==> config.mk <==
export PLATFORM = sky130hd
export DESIGN_NAME = spce_sqrt
export DESIGN_NICKNAME = d
export VERILOG_FILES = /design/src/rtl/spce_pkg.sv /design/src/rtl/spce_sqrt.sv
export SDC_FILE = /design/constraint.sdc
export NUM_CORES = 1
export LEC_CHECK = 0
export BUFFER_PORTS_ARGS = -buffer_cell sky130_fd_sc_hd__buf_4
export CAP_MARGIN = 20
export CORE_UTILIZATION = 25
export DETAILED_ROUTE_END_ITERATION = 6
export SLEW_MARGIN = 40
export SYNTH_ARGS = -nofsm -noshare
export SYNTH_HDL_FRONTEND = slang
export SYNTH_SLANG_ARGS = --single-unit
==> constraint.sdc <==
create_clock -name clk -period 5.6 [get_ports clk]
set_input_delay 0 -clock clk [delete_from_list [all_inputs] [get_ports clk]]
set_output_delay 0 -clock clk [all_outputs]
set_load 0.05 [all_outputs]
==> src/rtl/spce_pkg.sv <==
// ----------------------------------------------------------------------------
// Sphere pair contact engine package
// Shared request, result and table entry types, and fixed field widths.
// ----------------------------------------------------------------------------
package spce_pkg;

    localparam int COORD_W = 24;
    localparam int RAD_W   = 20;
    localparam int LINK_W  = 8;
    localparam int IDX_W   = 8;
    localparam int DEPTH_W = 21;
    localparam int NORM_W  = 16;
    localparam int DIFF_W  = 25;
    localparam int DSQ_W   = 50;
    localparam int ROOT_W  = 25;
    localparam int NUM_W   = 46;
    localparam int DEN_W   = 26;
    localparam int QUO_W   = 25;
    localparam int PROD_W  = 50;

    localparam logic ACT_LOAD  = 1'b0;
    localparam logic ACT_CHECK = 1'b1;

    typedef struct packed {
        logic                      action;
        logic [IDX_W-1:0]          first_sphere;
        logic [IDX_W-1:0]          second_sphere;
        logic signed [COORD_W-1:0] pos_x;
        logic signed [COORD_W-1:0] pos_y;
        logic signed [COORD_W-1:0] pos_z;
        logic [RAD_W-1:0]          sphere_size;
        logic [LINK_W-1:0]         owner_link;
    } request_t;

    typedef struct packed {
        logic                      collided;
        logic [LINK_W-1:0]         link_a;
        logic [LINK_W-1:0]         link_b;
        logic [DEPTH_W-1:0]        depth;
        logic signed [NORM_W-1:0]  normal_x;
        logic signed [NORM_W-1:0]  normal_y;
        logic signed [NORM_W-1:0]  normal_z;
        logic signed [COORD_W-1:0] contact_x;
        logic signed [COORD_W-1:0] contact_y;
        logic signed [COORD_W-1:0] contact_z;
    } result_t;

    typedef struct packed {
        logic [COORD_W-1:0] center_x;
        logic [COORD_W-1:0] center_y;
        logic [COORD_W-1:0] center_z;
        logic [RAD_W-1:0]   radius;
        logic [LINK_W-1:0]  link;
    } entry_t;

endpackage

==> src/rtl/spce_sqrt.sv <==
// ----------------------------------------------------------------------------
// Square root unit
// Digit-by-digit integer square root, one result bit per cycle.
// ----------------------------------------------------------------------------
module spce_sqrt (
    input  logic                          clk,
    input  logic                          rst_n,
    input  logic                          start,
    input  logic [spce_pkg::DSQ_W-1:0]    value,
    output logic                          done,
    output logic [spce_pkg::ROOT_W-1:0]   root,
    output logic [spce_pkg::ROOT_W+1:0]   rem
);

    localparam int RW = spce_pkg::ROOT_W;

    logic [spce_pkg::DSQ_W-1:0] val_reg;
    logic [RW+1:0]              rem_reg;
    logic [RW-1:0]              root_reg;
    logic [4:0]                 cnt_reg;
    logic                       run_reg;
    logic                       done_reg;
    logic [RW+3:0]              rem_sh;
    logic [RW+3:0]              trial;
    logic                       ge;

    always_comb
    begin
        rem_sh = {rem_reg, val_reg[spce_pkg::DSQ_W-1 -: 2]};
        trial  = {2'b00, root_reg, 2'b01};
        ge     = (rem_sh >= trial);
    end

    always_ff @(posedge clk or negedge rst_n)
    begin
        if (!rst_n)
        begin
            run_reg  <= 1'b0;
            done_reg <= 1'b0;
            cnt_reg  <= '0;
        end
        else
        begin
            done_reg <= 1'b0;
            if (start)
            begin
                run_reg <= 1'b1;
                cnt_reg <= '0;
            end
            else if (run_reg)
            begin
                cnt_reg <= cnt_reg + 5'd1;
                if (cnt_reg == 5'(RW - 1))
                begin
                    run_reg  <= 1'b0;
                    done_reg <= 1'b1;
                end
            end
        end
    end

    always_ff @(posedge clk)
    begin
        if (start)
        begin
            val_reg  <= value;
            rem_reg  <= '0;
            root_reg <= '0;
        end
        else if (run_reg)
        begin
            val_reg  <= {val_reg[spce_pkg::DSQ_W-3:0], 2'b00};
            rem_reg  <= ge ? (RW+2)'(rem_sh - trial) : (RW+2)'(rem_sh);
            root_reg <= {root_reg[RW-2:0], ge};
        end
    end

    assign done = done_reg;
    assign root = root_reg;
    assign rem  = rem_reg;

endmodule

Yosys cells after proc, flatten, opt, wreduce, memory -nomap -nowiden
Index checks and enable logic that the tools add are counted.
{"block": "classes", "n_eq_ne": 1, "muxes": 11, "order_cmp": 1, "reduce_logical": 1, "addsub": 2}
{"op": "50-bit 2-to-1 mux", "n": 2}
{"op": "29-bit by 27-bit greater-or-equal comparator with 1-bit output", "n": 1}
{"op": "27-bit 2-to-1 mux", "n": 1}
{"op": "27-bit subtractor", "n": 1}
{"op": "5-bit 2-to-1 mux", "n": 2}
{"op": "1-bit 2-to-1 mux", "n": 6}
{"op": "5-bit by 1-bit adder with 5-bit output (second input constant)", "n": 1}
{"op": "5-bit equality test (second input constant)", "n": 1}
{"op": "2-bit nonzero test", "n": 1}
{"block": "word_totals", "register_bits": 109, "input_bits": 53}

Logic depth before layout (Yosys ltp)
{"block": "depth", "word_depth": 4, "depth_mapped": 13, "ltp_nobuf": 10}

Least setup slack after synthesis
OpenSTA, ideal clock, no wires.
{"block": "synth_timing", "path_kind": "register -> register", "start": "reg root_reg[9], in the netlist root[9]", "end": "reg rem_reg[1], in the netlist rem[1]", "period_less_slack_ps": 3040, "setup_slack_ps": 2560, "setup_time_ps": 87, "stages_incl_launch_ff": 13, "arrival_ps": 2953, "required_time_ps": 5513, "n_path_buf": 2, "cell_sequence": "dfxtp_1 -> inv_1 -> ha_1 -> buf_6 -> and3_4 -> a221oi_2 -> o21ba_2 -> a211oi_2 -> o41a_1 -> nor2b_2 -> buf_6 -> mux2_1 -> a211oi_1"}
{"block": "synth_via", "elab_chain_cells": 2}
{"item": "from (decl)", "line": "spce_sqrt.sv:19", "source": "logic [RW-1:0] root_reg;"}
{"item": "from (signal assigned)", "line": "spce_sqrt.sv:74", "source": "root_reg <= {root_reg[RW-2:0], ge};"}
{"item": "29-bit by 27-bit greater-or-equal comparator with 1-bit output", "line": "spce_sqrt.sv:31", "source": "ge = (rem_sh >= trial);"}
{"item": "27-bit 2-to-1 mux", "line": "spce_sqrt.sv:73", "source": "rem_reg <= ge ? (RW+2)'(rem_sh - trial) : (RW+2)'(rem_sh);"}
{"item": "to (signal assigned)", "line": "spce_sqrt.sv:73"}
{"item": "to (decl)", "line": "spce_sqrt.sv:18", "source": "logic [RW+1:0] rem_reg;"}
No other way between the ends.
A chain may end at the register's enable or synchronous reset.

Final worst setup path
Same ends and word-level chain as after synthesis.

==> impl_metrics.yaml <==
sta:
  fin_crit_ps: 3470
  setup_ws_ps: 2130
  fin_worst_skew_ps: 9.76
  maxSlewViolCount: 0
  setup_viol: 0
  worst-slew-pin-transition_ps: 687
  grt_setup_unrepaired: "no"
  setup_tns_ps: 0
  max_freq_ghz: 0.289
  finalHoldViolations: 0
  fin_crit_sh: 0.619
  whs_ps: 105
  relSlewSlack: 0.542
worst_setup_path:
  cp.arrival_ps: 3740
  rr_startpoint: "root[9]$_SDFFE_PP0P_"
  path_class: "register to register"
  r2r_setup_slack_ps: 2130
  reg2reg_depth: 11
  critPathLaunch: "root[9]$_SDFFE_PP0P_"
  crit_path_end_kind: "register"
  cp_max_fo: 13
  crit_required_ps: 5870
  start_kind: "register"
drt:
  num_vias: 4940
  first_pass_iters: 4
  wl_um: 15600
  drtIter0Drc: 199
  ant_nets: 0
  wl_per_cell_um: 14.6
  via_per_inst: 4.62
  drc: 0
clock_tree:
  clk_latency_ps: 360
  cts-buffers-inserted: 9
  root_buffer: "clkbuf_16"
  hold_buffers: 53
  tritoncts: "yes"
  cts_resized: 0
  clock-sinks: 109
  post-cts-setup-buffers: 0
  ctsLongestPathBuffers: 2
  htreeDepth: 3
  clk_pin_slew_ps: 80
global_route:
  antenna_found_initial: 0
  grt_pass1_vias: 5067
  track_usage: 0.127
  grt_pass1_wl_um: 26200
  grt_max_degree: 66
  grt_remaining_overflow: 0
placed_design:
  io_buffers: 105
  gp_congestion: 0.849
  preCtsSetupSlack_ps: 2170
  dp.final_hpwl_um: 10900
yosys:
  syn_area_per_cell_um2: 10.2
  async_flop_share: 0.0642
  ys_warn_count: 0
  syn_area_um2: 6190
  yosys_register_bits: 109
  yosysTopAreaCellShare: 0.243
  ys_seq_area_frac: 0.439
  synthCells: 606
  synth_ff_type: "dfxtp_1"
  ys_types: 67
  synthTopCellsByArea: "edfxtp_1, dfxtp_1, mux2_2"
  syn_nets: 688
  synth-edff-count: 50
  yosysTopAreaCell: "edfxtp_1"
pwr:
  p_total_mw: 3.81
  powerDensity_nw_per_um2: 474
  leakagePower_nw: 3.42
  vdd_drop_max_mv: 0.189
run_status:
  outcome: "finished clean"
die:
  dieArea_um2: 25400
  row_count: 57
  dieWidth_um: 159
  die_height_um: 159
  ioPinCount: 106
  initial_core_util: 0.254
  core_um2: 24300
final_layout:
  largest_register_ffs: 50
  drive_gt1_frac: 0.269
  nFillCells: 2486
  area_delta_synth_final_pct: 29.9
  nets: 824
  diodes: 0
run:
  drv_cap: 0
worst_hold_path:
  worstHoldPathType: "input pin to register"
  worstHoldStart: "start"
  whs_path_depth: 2
==> where the power goes <==
part | internal (mW) | leakage [nW] | switching (mW)
sequential | 0.959 | 1.05 | 0.105
combinational | 0.879 | 2.23 | 1.23
clock | 0.309 | 0.138 | 0.320
==> per-stage QoR <==
step	instance area, um2	std cells	util
final	8040	1070	0.330
after floorplan	6190	606	-
after CTS	8030	1070	0.330
after global routing	8040	1070	0.330
after detailed placement	7220	1002	0.297
after global placement	7220	1002	0.297
==> logic make-up (layout without fill, tap and decap cells) <==
logic type | count (synthesis) | count (layout) | share of synthesized area
buffers and inverters | 72 | 212 | 0.0526
and+or+nand+nor | 177 | 177 | 0.129
xor gates and xnor gates | 23 | 23 | 0.0326
DFF | 109 | 109 | 0.439
adders and majority gates | 29 | 29 | 0.0587
muxes | 81 | 81 | 0.141
AOI/OAI and AO/OA | 115 | 115 | 0.147
==> placed cells by master (no fill, tap or decap), types with 6 or more instances in the layout <==
cell,count
a311oi_2,16
a21oi_1,24
edfxtp_1,50
nor2_1,66
xor2_1,9
buf_4,107
inv_1,35
nand4_1,9
clkbuf_16,9
o21ai_0,14
xnor2_1,14
nand3_1,10
mux2i_1,32
mux2_2,48
a21o_1,9
dfrtp_1,6
nand2_1,60
ha_1,29
dfxtp_1,52
a211oi_1,6
dlygate4sd3_1,53
o211ai_1,7
==> metal layers <==
layer	global-route usage	routed length (um)	up-vias
li1	-	-	2456
met1	0.160	7230	2355
met2	0.209	7240	114
met3	0.0435	867	15
met4	0.0310	244	0
met5	0	0	-
==> layout make-up <==
| cell class | instances | area [um2] | area share |
|---|---|---|---|
| Inverter | 36 | 138 | 0.0171 |
| Tap cell | 324 | 405 | 0.0505 |
| Sequential cell | 109 | 2720 | 0.339 |
| Multi-Input combinational cell | 425 | 3150 | 0.392 |
| Clock buffer | 9 | 225 | 0.0280 |
| Timing Repair Buffer | 161 | 1350 | 0.167 |
| Clock inverter | 6 | 52.6 | 0.00654 |
==> critical path, cell delays in order (launching register included) <==
cell and delay, ps:
dfxtp_1 390, inv_1 60, ha_1 400, and3_4 230, a221oi_2 300, o21ba_2 200
a211oi_2 90, o41a_1 350, nor2b_2 480, buf_4 320, mux2_1 340, a211oi_1 210
==> path summary, 6_finish.rpt <==
kind	endpoint
max in group asynchronous	run_reg$_DFF_PN0_
min in group asynchronous	cnt_reg[3]$_DFFE_PN0P_
hold reg to reg	rem[15]$_SDFFE_PP0P_
setup reg to reg	rem[1]$_SDFFE_PP0P_
hold / removal	root[1]$_SDFFE_PP0P_
setup / recovery	rem[1]$_SDFFE_PP0P_
==> cells in the mapped netlist (2+ instances only) <==
| cell type | instances |
|---|---|
| and3_1 | 5 |
| a311oi_2 | 16 |
| o31ai_1 | 2 |
| o21ai_1 | 5 |
| mux2_2 | 48 |
| xnor2_1 | 14 |
| o21bai_1 | 2 |
| nand4_1 | 9 |
| a31oi_1 | 4 |
| o31a_1 | 2 |
| nand2_2 | 2 |
| nand2b_1 | 5 |
| o211ai_1 | 7 |
| buf_1 | 5 |
| a211oi_1 | 6 |
| ha_1 | 29 |
| a21oi_1 | 24 |
| a21o_1 | 9 |
| dfxtp_1 | 52 |
| inv_1 | 36 |
| xor2_1 | 9 |
| clkbuf_1 | 22 |
| and2_1 | 3 |
| nor2_1 | 67 |
| buf_6 | 5 |
| nor2b_1 | 2 |
| nand3_1 | 10 |
| buf_2 | 2 |
| nor3_1 | 3 |
| nor3b_1 | 2 |
| o21a_1 | 4 |
| a211o_1 | 2 |
| nand2_1 | 60 |
| o21ai_0 | 14 |
| dfrtp_1 | 7 |
| edfxtp_1 | 50 |
| mux2i_1 | 32 |
(Power assumes the default switching activity.)
