<file path="config.mk">
export PLATFORM = sky130hd
export DESIGN_NAME = spce_div
export DESIGN_NICKNAME = d
export VERILOG_FILES = /design/src/rtl/spce_pkg.sv /design/src/rtl/spce_div.sv
export SDC_FILE = /design/constraint.sdc
export NUM_CORES = 1
export LEC_CHECK = 0
export BUFFER_PORTS_ARGS = -buffer_cell sky130_fd_sc_hd__buf_4
export CORE_MARGIN = 5
export CORE_UTILIZATION = 25
export CTS_CLUSTER_SIZE = 30
export DETAILED_ROUTE_END_ITERATION = 10
export GPL_TIMING_DRIVEN = 0
export MAX_ROUTING_LAYER = met4
export PLACE_DENSITY = 0.42
export SYNTH_ARGS = -nofsm -noshare
export SYNTH_HDL_FRONTEND = slang
export SYNTH_SLANG_ARGS = --single-unit
</file>
<file path="constraint.sdc">
create_clock -name clk -period 3.2 [get_ports clk]
set_input_delay 0.16 -clock clk [delete_from_list [all_inputs] [get_ports clk]]
set_output_delay 0.16 -clock clk [all_outputs]
set_load 0.005 [all_outputs]
</file>
<file path="src/rtl/spce_pkg.sv">
// ----------------------------------------------------------------------------
// Sphere pair contact engine package
// Shared request, result and table entry types, and fixed field widths.
// ----------------------------------------------------------------------------
package spce_pkg;

    localparam int COORD_W = 24;
    localparam int RAD_W   = 20;
    localparam int LINK_W  = 8;
    localparam int IDX_W   = 8;
    localparam int DEPTH_W = 21;
    localparam int NORM_W  = 16;
    localparam int DIFF_W  = 25;
    localparam int DSQ_W   = 50;
    localparam int ROOT_W  = 25;
    localparam int NUM_W   = 46;
    localparam int DEN_W   = 26;
    localparam int QUO_W   = 25;
    localparam int PROD_W  = 50;

    localparam logic ACT_LOAD  = 1'b0;
    localparam logic ACT_CHECK = 1'b1;

    typedef struct packed {
        logic                      action;
        logic [IDX_W-1:0]          first_sphere;
        logic [IDX_W-1:0]          second_sphere;
        logic signed [COORD_W-1:0] pos_x;
        logic signed [COORD_W-1:0] pos_y;
        logic signed [COORD_W-1:0] pos_z;
        logic [RAD_W-1:0]          sphere_size;
        logic [LINK_W-1:0]         owner_link;
    } request_t;

    typedef struct packed {
        logic                      collided;
        logic [LINK_W-1:0]         link_a;
        logic [LINK_W-1:0]         link_b;
        logic [DEPTH_W-1:0]        depth;
        logic signed [NORM_W-1:0]  normal_x;
        logic signed [NORM_W-1:0]  normal_y;
        logic signed [NORM_W-1:0]  normal_z;
        logic signed [COORD_W-1:0] contact_x;
        logic signed [COORD_W-1:0] contact_y;
        logic signed [COORD_W-1:0] contact_z;
    } result_t;

    typedef struct packed {
        logic [COORD_W-1:0] center_x;
        logic [COORD_W-1:0] center_y;
        logic [COORD_W-1:0] center_z;
        logic [RAD_W-1:0]   radius;
        logic [LINK_W-1:0]  link;
    } entry_t;

endpackage

</file>
<file path="src/rtl/spce_div.sv">
// ----------------------------------------------------------------------------
// Divider unit
// Restoring division, one quotient bit per cycle, for quotients below 2^25.
// ----------------------------------------------------------------------------
module spce_div (
    input  logic                          clk,
    input  logic                          rst_n,
    input  logic                          start,
    input  logic [spce_pkg::NUM_W-1:0]    num,
    input  logic [spce_pkg::DEN_W-1:0]    den,
    output logic                          done,
    output logic [spce_pkg::QUO_W-1:0]    quo
);

    localparam int QW = spce_pkg::QUO_W;
    localparam int DW = spce_pkg::DEN_W;

    logic [DW-1:0] rem_reg;
    logic [DW-1:0] den_reg;
    logic [QW-1:0] lo_reg;
    logic [4:0]    cnt_reg;
    logic          run_reg;
    logic          done_reg;
    logic [DW:0]   rem_sh;
    logic          ge;

    always_comb
    begin
        rem_sh = {rem_reg, lo_reg[QW-1]};
        ge     = (rem_sh >= {1'b0, den_reg});
    end

    always_ff @(posedge clk or negedge rst_n)
    begin
        if (!rst_n)
        begin
            run_reg  <= 1'b0;
            done_reg <= 1'b0;
            cnt_reg  <= '0;
        end
        else
        begin
            done_reg <= 1'b0;
            if (start)
            begin
                run_reg <= 1'b1;
                cnt_reg <= '0;
            end
            else if (run_reg)
            begin
                cnt_reg <= cnt_reg + 5'd1;
                if (cnt_reg == 5'(QW - 1))
                begin
                    run_reg  <= 1'b0;
                    done_reg <= 1'b1;
                end
            end
        end
    end

    always_ff @(posedge clk)
    begin
        if (start)
        begin
            rem_reg <= DW'(num[spce_pkg::NUM_W-1:QW]);
            lo_reg  <= num[QW-1:0];
            den_reg <= den;
        end
        else if (run_reg)
        begin
            rem_reg <= ge ? DW'(rem_sh - {1'b0, den_reg}) : DW'(rem_sh);
            lo_reg  <= {lo_reg[QW-2:0], ge};
        end
    end

    assign done = done_reg;
    assign quo  = lo_reg;

endmodule

</file>
## Yosys cells after proc, flatten, opt, wreduce, memory -nomap -nowiden

Index checks and enable logic that the tools add are counted.

- $add $sub $neg: 2
- Multiply operators: 0
- Div/mod/pow operators: 0
- $lt $le $gt $ge: 1
- Eq/ne operators: 1
- Shift operators: 0
- Multiplexer cells: 13
- Bitwise operators: 0
- Reductions and logical operators: 1

Operators with widths:

| kind | count |
|---|---|
| $mux 25 | 2 |
| $mux 21 | 2 |
| $ge 27x26->1 | 1 |
| $mux 26 | 1 |
| $sub 26x26->26 | 1 |
| $mux 5 | 2 |
| $mux 1 | 6 |
| $add 5x1->5 const B | 1 |
| $eq 5x5->1 const B | 1 |
| $reduce_bool 2->1 | 1 |

- Flip-flop bits (word level): 84
- Latch bits: 0
- Memory bits (writable): 0
- ROM bits: 0
- Input port bits: 75
- Output and inout port bits: 26
- Logic and storage cells: 25
- Memories kept: 0

## Longest topological paths before layout

- Word-level depth: 4
- Gate-level depth with buffers: 13
- Mapped depth without buffers: 12

## Worst setup path after synthesis

Ideal clock, no wire load.

- Path kind: register to register
- Start: register lo_reg[24], in the netlist quo[24]
- End: register rem_reg[16], data pin
- Setup time: 0.261 ns
- Arrival time: 2.561 ns
- Data required time: 2.939 ns
- Setup slack: 0.378 ns
- Stages on the path, launching flop included: 13
- Buffers on the path: 0
- Period minus slack after synthesis: 2.822 ns
- Path through: edfxtp_1 -> inv_1 -> ha_1 -> inv_1 -> fa_1 -> a211o_1 -> o211ai_1 -> a211o_1 -> a32oi_2 -> a21oi_2 -> o21ai_1 -> xor2_1 -> a221o_1

- Longest elaborated chain between the ends: 4
- Elaborated cells between the ends (all ways): 5
- Those cells by class: add/sub (1); order compare (1); mux (3)

Ends and longest elaborated chain:

| item | RTL line | text |
|---|---|---|
| start, declared | spce_div.sv:20 | `logic [QW-1:0] lo_reg;` |
| start signal, assigned | spce_div.sv:66 | `lo_reg <= num[QW-1:0];` |
| start signal, assigned | spce_div.sv:72 | `lo_reg <= {lo_reg[QW-2:0], ge};` |
| $sub 26x26->26 / $ge 27x26->1 (equally long branches) | spce_div.sv:71, spce_div.sv:30 |  |
| $mux 26 (*) | spce_div.sv:71 | `rem_reg <= ge ? DW'(rem_sh - {1'b0, den_reg}) : DW'(rem_sh);` |
| $mux 21 (*) | spce_div.sv:69 | `else if (run_reg)` |
| $mux 21 (*) | spce_div.sv:63 | `if (start)` |
| end signal, assigned | spce_div.sv:65 | `rem_reg <= DW'(num[spce_pkg::NUM_W-1:QW]);` |
| end signal, assigned | spce_div.sv:71 |  |
| end, declared | spce_div.sv:18 | `logic [DW-1:0] rem_reg;` |

Mark *: on every way between the ends. The rest lies on a longest branch, timed or not. The select of a mux whose other input is x is not followed.
A chain may end at the register's enable or synchronous reset.

## Final worst setup path

Same ends and word-level chain as after synthesis.

==> impl_metrics.csv <==
group,metric,value,unit
routing,via_count,3775,
run_status,status,"finished, final reports clean",
power_and_ir_drop,p_per_area,722.7,mW/mm²
floorplanning,core_area,0.01927,mm²
sta,timing.fmax,319.0,MHz
setup_path,timing.critical_path.from,"quo[24]",
global_routing,grt_pass1_vias,4089,
setup_path,cp_data_required_time,3.29,ns
setup_path,cp-start-kind,"flop",
finish,nets,684,
yosys,ys_warn_count,0,
sta,tns,0,ns
setup_path,reg2reg_depth,12,
power_and_ir_drop,p_leak,0.002749,µW
run,max_cap_violations,0,
routing,wirelength,13400,µm
floorplanning,num_rows,51,
routing,drc,0,
global_routing,grt.total_usage,12.58,%
global_routing,grt_max_degree,47,
routing,ant_nets,0,
routing,wl_per_cell,15.78,µm
floorplanning,dieWidth,149.4,µm
finish,insertedDiodeCount,0,
sta,slew_headroom,50.78,%
floorplanning,io_pins,101,
yosys,synthArstFlopShare,8.333,%
clock_network,root_buffer,"clkbuf_16",
routing,vias_per_cell,4.446,
sta,hold_violations,0,
finish,final_util,33.95,%
floorplanning,fp.dieH,149.4,µm
placement,dp_hpwl,9782,µm
placement,place.gp.congestion,0.8642,
yosys,ys_types,54,
sta,worst_pin_slew,0.7384,ns
worst_hold_path,hold_start,"num[27]",
yosys,ys_ff_latch,84,
yosys,synth-edff-count,72,
yosys,syn-num-nets,544,
sta,rsz0062_at_grt,"true",
routing,drtIter0Drc,179,
global_routing,antenna_found_initial,0,
sta,drv_slew,0,
setup_path,critPathKind,"flop to flop",
floorplanning,start_util,25.20,%
global_routing,grt_pass1_wl,21140,µm
clock_network,cts_made_buffers,9,
finish,synthToLayoutAreaGrowth,34.73,%
placement,place_area,0.005938,mm²
power_and_ir_drop,finalPower,4729,µW
sta,finClkSkew,0.006791,ns
finish,fin_area,0.006543,mm²
setup_path,cp_max_fo,4,
routing,drtPass1Iterations,4,
yosys,synthFlopType,"edfxtp_1",
setup_path,arrival,3.23,ns
clock_network,clockBufferDepth,2,
clock_network,clk_pin_slew,0.06,ns
finish,final_cell_mix,"buf_4, edfxtp_1, inv_1, a21oi_1",
setup_path,cp-end-kind,"flop",
clock_network,cts_tree,"done",
clock_network,cts_max_level,3,
power_and_ir_drop,irDropWorstVdd,0.0002963,V
yosys,syn_avg_cell_area,11.04,µm²
sta,min_period_over_period,97.96,%
floorplanning,dieArea,0.02231,mm²
worst_hold_path,holdPathStages,3,
yosys,ys_seq_area_share,50.19,%
setup_path,r2r-start,"quo[24]",
sta,finalSetupViolations,0,
placement,io_buffers,100,
yosys,syn_inst,440,
global_routing,grt_overflow,0,
clock_network,numClockSinks,84,
clock_network,clock_latency,0.34,ns
yosys,synth_area,0.004856,mm²
finish,layout_commonest_cell,"buf_4",
sta,finalCriticalPeriod,3.135,ns
finish,drive_above_1_share,27.74,%
worst_hold_path,hp-class,"primary input to flop",
final cells by class:
| cell class | instances | area, µm² |
|---|---|---|
| plain buffers | 17 | 76.32 |
| flip-flops and latches | 84 | 2437 |
| clock buffers | 9 | 225.2 |
| fillers | 2010 | 12730 |
| inverters | 46 | 172.7 |
| clock inverters | 6 | 80.08 |
| repair buffers | 129 | 1036 |
| well taps | 265 | 331.6 |
| multi-input cells | 293 | 2183 |
worst paths after layout:
kind / slack, ns / to
hold reg to reg: 0.52 / rem_reg[21]
hold / removal: 0.1 / rem_reg[2]
setup reg to reg: 0.07 / rem_reg[16]
min in group asynchronous: 0.17 / done
max in group asynchronous: 2.91 / run_reg
setup / recovery: 0.07 / rem_reg[16]
cell families (layout without fill, tap and decap cells):
family                     Yosys count  count (layout)  synth area share (%)
DFF                                 84              84                 50.19
xor gates and xnor gates            24              24                 4.329
and+or+nand+nor                     91              91                 9.431
adders and majority gates           29              29                 7.627
buffers and inverters               63             207                 5.128
AOI/OAI and AO/OA                  115             115                 15.56
muxes                               34              34                 7.730
metal layers:
| layer | vias up | GRT usage (%) | wire [µm] |
|---|---|---|---|
| li1 | 1891 | - | - |
| met1 | 1781 | 15.56 | 6290 |
| met2 | 89 | 20.72 | 6365 |
| met3 | 14 | 2.704 | 554 |
| met4 | 0 | 3.844 | 185 |
| met5 | - | - | 0 |
synthesized netlist by cell type (3+ instances only):
cell      count  area, µm²
dfxtp_1       5      100.1
o21bai_1      5      37.54
nand2_1      26      97.59
dfrtp_1       7      175.2
xor2_1       12      105.1
ha_1         28      350.3
nor2_1       27      101.4
buf_2         4      20.02
a21o_1        4      30.03
nor3_1        3      15.01
a21oi_1      37      185.2
mux2_2       28      315.3
inv_1        46      172.7
mux2i_1       6      60.06
edfxtp_1     72       2162
a211oi_1     12      90.09
a31oi_1       6      37.54
clkbuf_1      9      33.78
buf_1         3      11.26
a211o_1       4      35.03
nor2b_1       7      43.79
o21ai_0      21      105.1
nand4_1       6      37.54
nand3_1       6      30.03
o21a_1        4      30.03
o22ai_1       3      18.77
xnor2_1      12      105.1
or2_2         3      18.77
power by group:
group | internal (µW) | switching [µW]
clock network | 673 | 437
registers | 1440 | 119
logic | 912 | 1150
repair_timing:
| action | in CTS | in global routing |
|---|---|---|
| hold endpoints to repair | 33 | 0 |
| buffers inserted | 0 | 2 |
| hold buffers | 27 | 0 |
| pin swaps | 0 | 2 |
| resized for setup | 1 | 3 |
| setup endpoints to repair | 46 | 5 |
through the flow:
stage / hold slack [ns] / instances / setup WS [ns]
3_5_place_dp: -0.01872 / 805 / -0.5299
5_1_grt: 0.1025 / 849 / -0.05248
2_1_floorplan: -0.1356 / 440 / 0.3783
3_3_place_gp: -0.02352 / 805 / -0.5063
6_report: 0.09913 / 849 / 0.06524
4_1_cts: 0.09152 / 847 / 0.02199
critical path, stage by stage, from the launching register on:
cell and delay [ns]:
edfxtp_1 0.44, inv_1 0.09, ha_1 0.19, inv_1 0.07
fa_2 0.36, a211o_1 0.30, o211ai_1 0.20, a211o_1 0.23
a32oi_2 0.16, a21oi_2 0.26, o21ai_1 0.11, xor2_1 0.15
a221o_1 0.32
Note: power is estimated with default switching activity, not from simulation.
